`src/rtl/ps2_keyboard_controller_unit_defines.svh`:
```
// ----------------------------------------------------------------------------
// ps2_keyboard_controller_unit_defines
// assertion macros shared by the ps2 keyboard controller rtl
// ----------------------------------------------------------------------------
`ifndef PS2_KEYBOARD_CONTROLLER_UNIT_DEFINES_SVH
`define PS2_KEYBOARD_CONTROLLER_UNIT_DEFINES_SVH

`ifndef ASSERT_OFF
`define PS2KC_ASSERT(lbl, clk, rst, prop) \
  lbl: assert property (@(posedge clk) disable iff (rst) (prop)) \
    else $error("ps2kc assertion failed");
`define PS2KC_ASSERT_ALWAYS(lbl, clk, prop) \
  lbl: assert property (@(posedge clk) (prop)) \
    else $error("ps2kc assertion failed");
`else
`define PS2KC_ASSERT(lbl, clk, rst, prop)
`define PS2KC_ASSERT_ALWAYS(lbl, clk, prop)
`endif

`endif

```
`src/rtl/ps2kc_pkg.sv`:
```
// ----------------------------------------------------------------------------
// ps2kc_pkg
// types and constants of the ps2 keyboard controller
// ----------------------------------------------------------------------------
package ps2kc_pkg;

  localparam int CFG_IDX_W = 1;

  typedef enum logic [2:0] {
    KIND_READ_DATA   = 3'd0,
    KIND_READ_STATUS = 3'd1,
    KIND_WRITE_DATA  = 3'd2,
    KIND_WRITE_CMD   = 3'd3,
    KIND_PORT1_BYTE  = 3'd4,
    KIND_PORT2_BYTE  = 3'd5
  } kind_t;

  typedef enum logic [CFG_IDX_W-1:0] {
    REG_HAS_SECOND_PORT = 1'd0,
    REG_SELF_TEST_REPLY = 1'd1
  } cfg_reg_t;

  localparam logic [7:0] CMD_READ_CTRL  = 8'h20;
  localparam logic [7:0] CMD_WRITE_CTRL = 8'h60;
  localparam logic [7:0] CMD_SELF_TEST  = 8'hAA;
  localparam logic [7:0] CMD_P1_DISABLE = 8'hAD;
  localparam logic [7:0] CMD_P1_ENABLE  = 8'hAE;
  localparam logic [7:0] CMD_P2_DISABLE = 8'hA7;
  localparam logic [7:0] CMD_P2_ENABLE  = 8'hA8;

  localparam logic [7:0] CTRL_RESET      = 8'h30;
  localparam logic [7:0] CTRL_WRITE_MASK = 8'h77;
  localparam logic [7:0] SELF_TEST_RESET = 8'h55;

  localparam int BIT_IRQ1     = 0;
  localparam int BIT_IRQ2     = 1;
  localparam int BIT_SYS      = 2;
  localparam int BIT_CLK1_OFF = 4;
  localparam int BIT_CLK2_OFF = 5;

  typedef struct packed {
    logic [7:0] read_data;
    logic       to_device_valid;
    logic [7:0] to_device_byte;
    logic       irq_port1;
    logic       irq_port2;
    logic       dropped;
  } result_t;

endpackage

```
`src/rtl/ps2kc_ifs.sv`:
```
// ----------------------------------------------------------------------------
// ps2kc_ifs
// request, result and register write channels of the ps2 keyboard controller
// ----------------------------------------------------------------------------
interface ps2kc_req_if;
  logic       valid;
  logic       ready;
  logic [2:0] kind;
  logic [7:0] data;
  modport source (output valid, output kind, output data, input ready);
  modport sink (input valid, input kind, input data, output ready);
endinterface

interface ps2kc_rsp_if;
  logic       valid;
  logic       ready;
  logic [7:0] read_data;
  logic       to_device_valid;
  logic [7:0] to_device_byte;
  logic       irq_port1;
  logic       irq_port2;
  logic       dropped;
  modport source (output valid, output read_data, output to_device_valid,
                  output to_device_byte, output irq_port1, output irq_port2,
                  output dropped, input ready);
  modport sink (input valid, input read_data, input to_device_valid,
                input to_device_byte, input irq_port1, input irq_port2,
                input dropped, output ready);
endinterface

interface ps2kc_cfg_if;
  logic       valid;
  logic       ready;
  logic [0:0] index;
  logic [7:0] wdata;
  modport source (output valid, output index, output wdata, input ready);
  modport sink (input valid, input index, input wdata, output ready);
endinterface

```
`src/rtl/ps2_keyboard_controller_unit.sv`:
```
// ----------------------------------------------------------------------------
// ps2_keyboard_controller_unit
// two-port keyboard controller: host port accesses and device bytes in,
// one result per request out
// ----------------------------------------------------------------------------
//  channel | dir | handshake   | payload
//  req     | in  | valid/ready | kind, data
//  rsp     | out | valid/ready | read_data, to_device_*, irq_port1/2, dropped
//  cfg     | in  | valid/ready | index, wdata
//
//  one request per cycle unless req.ready is low; its result is registered on accept
//  controller state updates in the accept cycle, so back-to-back requests chain
//  a two-entry output stage (output register plus skid) keeps req.ready high
//  while one result waits; req.ready drops only when both are occupied
//  rst is synchronous and active high; cfg.ready is always high
`include "ps2_keyboard_controller_unit_defines.svh"

module ps2_keyboard_controller_unit
  import ps2kc_pkg::*;
(
  input  logic clk,
  input  logic rst,
  ps2kc_req_if.sink   req,
  ps2kc_rsp_if.source rsp,
  ps2kc_cfg_if.sink   cfg
);

  logic       has_second_port;
  logic [7:0] self_test_reply;

  logic [7:0] out_byte, out_byte_next;
  logic       out_full, out_full_next;
  logic       out_from_second, out_from_second_next;
  logic [7:0] control_byte, control_byte_next;
  logic       awaiting_control_write, awaiting_control_write_next;
  logic       last_was_command, last_was_command_next;

  result_t    res;
  result_t    out_reg, skid_reg;
  logic       out_valid, skid_valid;
  logic       req_fire, rsp_fire;
  logic [7:0] status_byte;

  assign req.ready = !skid_valid;
  assign cfg.ready = 1'b1;
  assign req_fire  = req.valid && req.ready;
  assign rsp_fire  = out_valid && rsp.ready;

  assign status_byte = {2'b00, out_full && out_from_second, 1'b0, last_was_command,
                        control_byte[BIT_SYS], 1'b0, out_full};

  // controller state update and result for one request
  always_comb begin
    out_byte_next               = out_byte;
    out_full_next               = out_full;
    out_from_second_next        = out_from_second;
    control_byte_next           = control_byte;
    awaiting_control_write_next = awaiting_control_write;
    last_was_command_next       = last_was_command;
    res                         = '0;
    case (kind_t'(req.kind))
      KIND_READ_DATA: begin
        res.read_data = out_byte;
        out_full_next = 1'b0;
      end
      KIND_READ_STATUS: begin
        res.read_data = status_byte;
      end
      KIND_WRITE_DATA: begin
        last_was_command_next = 1'b0;
        if (awaiting_control_write) begin
          control_byte_next           = req.data & CTRL_WRITE_MASK;
          awaiting_control_write_next = 1'b0;
        end else begin
          res.to_device_valid = 1'b1;
          res.to_device_byte  = req.data;
        end
      end
      KIND_WRITE_CMD: begin
        last_was_command_next       = 1'b1;
        awaiting_control_write_next = 1'b0;
        case (req.data)
          CMD_READ_CTRL: begin
            out_byte_next        = control_byte;
            out_full_next        = 1'b1;
            out_from_second_next = 1'b0;
          end
          CMD_WRITE_CTRL: awaiting_control_write_next = 1'b1;
          CMD_SELF_TEST: begin
            out_byte_next        = self_test_reply;
            out_full_next        = 1'b1;
            out_from_second_next = 1'b0;
          end
          CMD_P1_DISABLE: control_byte_next[BIT_CLK1_OFF] = 1'b1;
          CMD_P1_ENABLE:  control_byte_next[BIT_CLK1_OFF] = 1'b0;
          CMD_P2_DISABLE: begin
            if (has_second_port) control_byte_next[BIT_CLK2_OFF] = 1'b1;
          end
          CMD_P2_ENABLE: begin
            if (has_second_port) control_byte_next[BIT_CLK2_OFF] = 1'b0;
          end
          default: ;
        endcase
      end
      KIND_PORT1_BYTE: begin
        if (out_full || control_byte[BIT_CLK1_OFF]) begin
          res.dropped = 1'b1;
        end else begin
          out_byte_next        = req.data;
          out_full_next        = 1'b1;
          out_from_second_next = 1'b0;
        end
      end
      KIND_PORT2_BYTE: begin
        if (!has_second_port || out_full || control_byte[BIT_CLK2_OFF]) begin
          res.dropped = 1'b1;
        end else begin
          out_byte_next        = req.data;
          out_full_next        = 1'b1;
          out_from_second_next = 1'b1;
        end
      end
      default: ;
    endcase
    res.irq_port1 = out_full_next && !out_from_second_next &&
                    control_byte_next[BIT_IRQ1];
    res.irq_port2 = out_full_next && out_from_second_next && has_second_port &&
                    control_byte_next[BIT_IRQ2];
  end

  // controller state
  always_ff @(posedge clk) begin
    if (rst) begin
      out_byte               <= '0;
      out_full               <= 1'b0;
      out_from_second        <= 1'b0;
      control_byte           <= CTRL_RESET;
      awaiting_control_write <= 1'b0;
      last_was_command       <= 1'b0;
    end else if (req_fire) begin
      out_byte               <= out_byte_next;
      out_full               <= out_full_next;
      out_from_second        <= out_from_second_next;
      control_byte           <= control_byte_next;
      awaiting_control_write <= awaiting_control_write_next;
      last_was_command       <= last_was_command_next;
    end
  end

  // register file
  always_ff @(posedge clk) begin
    if (rst) begin
      has_second_port <= 1'b1;
      self_test_reply <= SELF_TEST_RESET;
    end else if (cfg.valid && cfg.ready) begin
      case (cfg_reg_t'(cfg.index))
        REG_HAS_SECOND_PORT: has_second_port <= cfg.wdata[0];
        REG_SELF_TEST_REPLY: self_test_reply <= cfg.wdata;
        default: ;
      endcase
    end
  end

  // output register with skid entry
  always_ff @(posedge clk) begin
    if (rst) begin
      out_valid  <= 1'b0;
      skid_valid <= 1'b0;
    end else begin
      if (!out_valid || rsp_fire) begin
        out_valid <= skid_valid || req_fire;
        skid_valid <= 1'b0;
      end else if (req_fire) begin
        skid_valid <= 1'b1;
      end
    end
  end

  always_ff @(posedge clk) begin
    if (!out_valid || rsp_fire) begin
      out_reg <= skid_valid ? skid_reg : res;
    end
    if (req_fire && out_valid && !rsp_fire) begin
      skid_reg <= res;
    end
  end

  assign rsp.valid           = out_valid;
  assign rsp.read_data       = out_reg.read_data;
  assign rsp.to_device_valid = out_reg.to_device_valid;
  assign rsp.to_device_byte  = out_reg.to_device_byte;
  assign rsp.irq_port1       = out_reg.irq_port1;
  assign rsp.irq_port2       = out_reg.irq_port2;
  assign rsp.dropped         = out_reg.dropped;

  `PS2KC_ASSERT(a_skid_behind_out, clk, rst, skid_valid |-> out_valid)
  `PS2KC_ASSERT_ALWAYS(a_ctrl_fixed_bits, clk, rst || (!control_byte[3] && !control_byte[7]))
  `PS2KC_ASSERT(a_pending_after_cmd, clk, rst, awaiting_control_write |-> last_was_command)
  `PS2KC_ASSERT(a_forward_clean, clk, rst,
    (out_valid && out_reg.to_device_valid) |->
      (out_reg.read_data == 8'd0 && !out_reg.dropped))

endmodule
```
`src/flat_wrapper.sv`:
```
// flat-port wrapper written by rule: the top's interface ports become plain ports
module ps2_keyboard_controller_unit_flat import ps2kc_pkg::*;
  (clk, rst, req_valid, req_kind, req_data, req_ready, rsp_valid, rsp_read_data, rsp_to_device_valid, rsp_to_device_byte, rsp_irq_port1, rsp_irq_port2, rsp_dropped, rsp_ready, cfg_valid, cfg_index, cfg_wdata, cfg_ready);
  ps2kc_req_if req_i ();
  ps2kc_rsp_if rsp_i ();
  ps2kc_cfg_if cfg_i ();
  input  logic clk;
  input  logic rst;
  input wire logic [$bits(req_i.valid)-1:0] req_valid;
  input wire logic [$bits(req_i.kind)-1:0] req_kind;
  input wire logic [$bits(req_i.data)-1:0] req_data;
  output wire logic [$bits(req_i.ready)-1:0] req_ready;
  output wire logic [$bits(rsp_i.valid)-1:0] rsp_valid;
  output wire logic [$bits(rsp_i.read_data)-1:0] rsp_read_data;
  output wire logic [$bits(rsp_i.to_device_valid)-1:0] rsp_to_device_valid;
  output wire logic [$bits(rsp_i.to_device_byte)-1:0] rsp_to_device_byte;
  output wire logic [$bits(rsp_i.irq_port1)-1:0] rsp_irq_port1;
  output wire logic [$bits(rsp_i.irq_port2)-1:0] rsp_irq_port2;
  output wire logic [$bits(rsp_i.dropped)-1:0] rsp_dropped;
  input wire logic [$bits(rsp_i.ready)-1:0] rsp_ready;
  input wire logic [$bits(cfg_i.valid)-1:0] cfg_valid;
  input wire logic [$bits(cfg_i.index)-1:0] cfg_index;
  input wire logic [$bits(cfg_i.wdata)-1:0] cfg_wdata;
  output wire logic [$bits(cfg_i.ready)-1:0] cfg_ready;
  assign req_i.valid = req_valid;
  assign req_i.kind = req_kind;
  assign req_i.data = req_data;
  assign req_ready = req_i.ready;
  assign rsp_valid = rsp_i.valid;
  assign rsp_read_data = rsp_i.read_data;
  assign rsp_to_device_valid = rsp_i.to_device_valid;
  assign rsp_to_device_byte = rsp_i.to_device_byte;
  assign rsp_irq_port1 = rsp_i.irq_port1;
  assign rsp_irq_port2 = rsp_i.irq_port2;
  assign rsp_dropped = rsp_i.dropped;
  assign rsp_i.ready = rsp_ready;
  assign cfg_i.valid = cfg_valid;
  assign cfg_i.index = cfg_index;
  assign cfg_i.wdata = cfg_wdata;
  assign cfg_ready = cfg_i.ready;
  ps2_keyboard_controller_unit u_core (.clk(clk), .rst(rst), .req(req_i), .rsp(rsp_i), .cfg(cfg_i));
endmodule
```
`config.mk`:
```
export PLATFORM = sky130hd
export DESIGN_NAME = ps2_keyboard_controller_unit_flat
export DESIGN_NICKNAME = d
export VERILOG_FILES = /design/src/rtl/ps2kc_pkg.sv /design/src/rtl/ps2kc_ifs.sv /design/src/rtl/ps2_keyboard_controller_unit.sv /design/src/flat_wrapper.sv
export VERILOG_INCLUDE_DIRS = /design/src /design/src/rtl
export SDC_FILE = /design/constraint.sdc
export NUM_CORES = 1
export LEC_CHECK = 0
export BUFFER_PORTS_ARGS = -buffer_cell sky130_fd_sc_hd__buf_2
export CORE_ASPECT_RATIO = 2
export CORE_MARGIN = 1.5
export CORE_UTILIZATION = 50
export DETAILED_ROUTE_END_ITERATION = 8
export PLACE_DENSITY = 0.81
export RECOVER_POWER = 25
export SETUP_SLACK_MARGIN = 0.05
export SLEW_MARGIN = 20
export SYNTH_ARGS = -nofsm -noshare
export SYNTH_HDL_FRONTEND = slang
export SYNTH_SLANG_ARGS = --single-unit
```
`constraint.sdc`:
```
create_clock -name clk -period 2.7 [get_ports clk]
set_clock_uncertainty 0.15 [all_clocks]
set_input_delay 0.675 -clock clk [delete_from_list [all_inputs] [get_ports clk]]
set_output_delay 0.675 -clock clk [all_outputs]
set_load 0.02 [all_outputs]
```
Yosys cells after proc, flatten, opt, wreduce, memory -nomap -nowiden
Index checks and enable logic that the tools add are counted.
Widths: inputs -> output; s select.
{"block": "classes", "n_eq_ne": 20, "mux": 29, "n_bitwise": 1, "reduce_logical": 32}
{"operator": "$eq 8x8->1 const B", "n": 5}
{"operator": "$pmux 8 s2", "n": 2}
{"operator": "$pmux 8 s3", "n": 1}
{"operator": "$mux 20", "n": 1}
{"operator": "$mux 9", "n": 2}
{"operator": "$mux 8", "n": 2}
{"operator": "$mux 1", "n": 11}
{"operator": "$logic_and 1x1->1", "n": 10}
{"operator": "$pmux 1 s2", "n": 5}
{"operator": "$ne 3x3->1 const B", "n": 3}
{"operator": "$eq 8x6->1 const B", "n": 1}
{"operator": "$eq 8x7->1 const B", "n": 1}
{"operator": "$eq 3x2->1 const B", "n": 2}
{"operator": "$eq 3x3->1 const B", "n": 2}
{"operator": "$mux 6", "n": 1}
{"operator": "$ne 3x2->1 const B", "n": 2}
{"operator": "$reduce_and 2->1", "n": 3}
{"operator": "$reduce_and 6->1", "n": 1}
{"operator": "$logic_not 1->1", "n": 5}
{"operator": "$logic_or 1x1->1", "n": 5}
{"operator": "$reduce_and 5->1", "n": 1}
{"operator": "$ne 2x2->1 const B", "n": 2}
{"operator": "$pmux 1 s4", "n": 1}
{"operator": "$pmux 2 s2", "n": 1}
{"operator": "11 further kinds", "n": 12}
{"block": "totals", "regBits": 69, "in_bits": 25, "wordCells": 107}

Depth between registers and ports, before layout
{"block": "logic_depth", "ltp_word": 9, "ltp_mapped": 7, "mapped_depth_nobuf": 4}

Worst setup path after synthesis
Ideal clock, no wire load.
{"block": "synth_timing", "path_type": "input to register", "startpoint": "in rsp_ready", "endpoint": "reg u_core.skid_reg[0] (netlist name) (enable)", "setup_ps": 397, "t_arrival_ps": 2201, "required_time_ps": 2153, "path_slack_ps": -48, "cell_stages": 2, "path_buffers": 0, "cell_sequence": "nand2b_1 -> nor2_1"}
{"block": "synth_via", "elab_chain_len": 3}
{"element": "start: declaration", "line_no": "flat_wrapper.sv:20", "source": "input wire logic [$bits(rsp_i.ready)-1:0] rsp_ready;"}
{"element": "$logic_and 1x1->1", "line_no": "ps2_keyboard_controller_unit.sv:47", "source": "assign rsp_fire = out_valid && rsp.ready;"}
{"element": "$logic_not 1->1", "line_no": "ps2_keyboard_controller_unit.sv:183", "source": "if (req_fire && out_valid && !rsp_fire) begin"}
{"element": "$logic_and 1x1->1", "line_no": "ps2_keyboard_controller_unit.sv:183"}
{"element": "end signal: assignment", "line_no": "ps2_keyboard_controller_unit.sv:184", "source": "skid_reg <= res;"}
{"element": "end: declaration", "line_no": "ps2_keyboard_controller_unit.sv:39", "source": "result_t out_reg, skid_reg;"}
No other way between the ends.
A chain may end at the register's enable or synchronous reset.

Worst setup path in the final report
{"block": "layout_timing", "startpoint": "reg u_core.skid_valid", "endpoint": "out req_ready"}
{"block": "layout_via", "elab_chain_len": 1}
{"element": "start: declaration", "line_no": "ps2_keyboard_controller_unit.sv:40", "source": "logic out_valid, skid_valid;"}
{"element": "start signal: assignment", "line_no": "ps2_keyboard_controller_unit.sv:168", "source": "skid_valid <= 1'b0;"}
{"element": "start signal: assignment", "line_no": "ps2_keyboard_controller_unit.sv:172", "source": "skid_valid <= 1'b0;"}
{"element": "start signal: assignment", "line_no": "ps2_keyboard_controller_unit.sv:174", "source": "skid_valid <= 1'b1;"}
{"element": "$logic_not 1->1", "line_no": "ps2_keyboard_controller_unit.sv:44", "source": "assign req.ready = !skid_valid;"}
{"element": "end: declaration", "line_no": "flat_wrapper.sv:12", "source": "output wire logic [$bits(req_i.ready)-1:0] req_ready;"}
No other way between the ends.

==> results.sh <==
export IMPL_status="finished with violations"
export IMPL_violations="capacitance limit, slew limit"
export IMPL_detail_route_antenna_nets=0
export IMPL_syn_inst=308
export IMPL_irDropWorstVdd_v=0.000379
export IMPL_synth_nets=333
export IMPL_ys_seq_area_share_pct=52.0
export IMPL_num_nets_final=376
export IMPL_clockBufferDepth=2
export IMPL_synth_edf_count=40
export IMPL_synth_top_area_share_pct=35.0
export IMPL_dr_first_iter_drc_count=120
export IMPL_track_usage_pct=22.1
export IMPL_multi_input_area_sq_um=1530
export IMPL_cp_top_family="flip-flops"
export IMPL_insertion_delay_ps=340
export IMPL_core_area_sq_um=6620
export IMPL_hold_viol=0
export IMPL_die_h_um=120
export IMPL_max_slew_margin_pct=-10.4
export IMPL_worstPathMaxFanout=19
export IMPL_final_min_clock_period_ps=2300
export IMPL_vias=2621
export IMPL_synth_seq_cells=69
export IMPL_regToRegSetupSlack_ps=670
export IMPL_grt_pass1_wl_mm=12.1
export IMPL_dpl_cell_area_sq_um=3730
export IMPL_gp_congestion=0.900
export IMPL_p_per_area_nw_per_um2=664
export IMPL_via_per_inst=5.90
export IMPL_crit_buf_inv=2
export IMPL_leakage_nw=1.60
export IMPL_synthTopCellsByCount="edfxtp_1, dfxtp_1, nand2_1, mux2_2, a21oi_1"
export IMPL_design_area_sq_um=4060
export IMPL_grt_max_degree=40
export IMPL_synth_distinct_cells=53
export IMPL_cp_data_arrival_time_ps=1480
export IMPL_root_buffer="clkbuf_16"
export IMPL_ys_top_cells_by_area="edfxtp_1, dfxtp_1, mux2_2, mux2i_1, and2_1"
export IMPL_cp_data_required_time_ps=1880
export IMPL_die_x_um=61.6
export IMPL_yosys_area_top_type="edfxtp_1"
export IMPL_timing_final_crit_share_pct=85.4
export IMPL_cts_sinks=69
export IMPL_fmax_mhz=434
export IMPL_setup_viol=0
export IMPL_place_ws_ps=305
export IMPL_worst_pin_slew_ps=1660
export IMPL_wl_mm=7.52
export IMPL_fillers=577
export IMPL_cts_clk_slew_worst_paths_ps=60
export IMPL_wire_per_inst_um=16.9
export IMPL_area_delta_synth_final_pct=18.3
export IMPL_cts_htree_levels=3
export IMPL_cts_resized_gates=0
export IMPL_slowest_delay_ps=610
export IMPL_drv_slew=40
export IMPL_synth_most_common_cell="edfxtp_1"
export IMPL_rows=42
export IMPL_hold_ws_ps=321
export IMPL_rsz0062_at_grt="no"
export IMPL_cp_start_kind="flip-flop"
export IMPL_numCtsBuffers=9
export IMPL_cts_tree="built"
export IMPL_holdBufCountCts=0
export IMPL_diodes=0
export IMPL_synth_area_sq_um=3430
export IMPL_ff_latch_area_sq_um=1780
export IMPL_start_util_pct=51.8
export IMPL_dieArea_sq_um=7390
export IMPL_yosys_warnings=0
export IMPL_synth_avg_cell_area_sq_um=11.1
export IMPL_maxCapViolations=1
export IMPL_ys_flop_type="edfxtp_1"
export IMPL_path_cells="inv_2 -> buf_2"
export IMPL_synth_async_reset_ratio_pct=0
export IMPL_critical_path_slowest_cell="dfxtp_1"
export IMPL_endpoint_kind="output port"
export IMPL_fin_tns_setup_ps=0
export IMPL_place_hpwl_mm=5.39
export IMPL_drt_pass1_iterations=4
export IMPL_worst_slack_ps=395
export IMPL_drive_gt1_share_pct=27.2
export IMPL_hold_path_class="flip-flop to flip-flop"
export IMPL_largest_reg_flops=20
export IMPL_antenna_found_initial=0
export IMPL_critPathKind="flip-flop to output port"
export IMPL_grt_remaining_overflow=0
export IMPL_io_buffers=46
export IMPL_drc=0
export IMPL_grt_pass1_vias=2538
export IMPL_ioPinCount=48
export IMPL_postCtsSetupBuffers=0
metal layers:
metal  GRT usage [%]  vias up  routed length [um]
met5               0        -                   0
met4            14.2        0                 405
met3            4.74       31                 327
met2            35.7       93                3890
met1            25.0     1246                2900
li1                -     1251                   -
path summary, 6_finish.rpt:
check                                            endpoint  depth (start not counted)                 startpoint
worst min-delay path            u_core.self_test_reply[5]                          2  u_core.self_test_reply[5]
worst max-delay path                            req_ready                          2          u_core.skid_valid
worst max register to register       u_core.rsp.irq_port1                          4            u_core.out_full
worst min register to register  u_core.self_test_reply[5]                          2  u_core.self_test_reply[5]
worst min-delay path: stages, from the launching register on:
cell and delay (ps):
dfxtp_1 310, nand2_1 50, a21oi_1 60
power by group:
part           internal, W  leakage [nW]  switching [W]
clock             0.000841         0.160       0.000459
combinational    0.0000827         0.801       0.000141
sequential         0.00115         0.643      0.0000181
cells in the final DEF, fill, tap and decap left out, drive strengths merged, types with 2 or more instances in the layout:
master,count
a211o,5
a211oi,2
a21oi,17
a221oi,2
a311o,7
a311oi,2
a31oi,3
and2,14
and3,5
and3b,4
and4bb,3
buf,52
bufinv,2
clkbuf,13
dfxtp,29
edfxtp,40
inv,4
mux2,20
mux2i,11
nand2,19
nand2b,12
nand3,15
nand4,3
nor2,14
nor2b,14
nor3,8
nor3b,2
nor4bb,2
o21ai,8
o31ai,3
or4bb,2
stage by stage:
step | util, % | cells | total power [W]
after floorplan | - | 308 | 0.00134
after global placement | 56.3 | 428 | 0.00141
after detailed placement | 56.3 | 428 | 0.00141
after CTS | 61.3 | 444 | 0.00270
after global routing | 61.2 | 444 | 0.00276
final | 61.2 | 444 | 0.00269
logic make-up (layout without fill, tap and decap cells):
| kind of cell | Yosys count | in the layout | synth area share (%) |
|---|---|---|---|
| multiplexers | 31 | 31 | 9.78 |
| flip-flops | 69 | 69 | 52.0 |
| AO/OA/AOI/OAI | 56 | 56 | 12.7 |
| XOR/XNOR | 2 | 2 | 0.511 |
| other | 1 | 1 | 0.109 |
| AND/OR/NAND/NOR | 124 | 124 | 21.5 |
| buffers and inverters | 25 | 73 | 3.43 |
layout make-up:
class / count / share of cell area (%)
Clock buffer: 10 / 5.89
Clock inverter: 6 / 2.31
Timing Repair Buffer: 55 / 7.19
Sequential cell: 69 / 43.9
Inverter: 2 / 0.185
Tap cell: 88 / 2.72
Multi-Input combinational cell: 214 / 37.8
No activity file was read; power rests on OpenSTA's default activity.
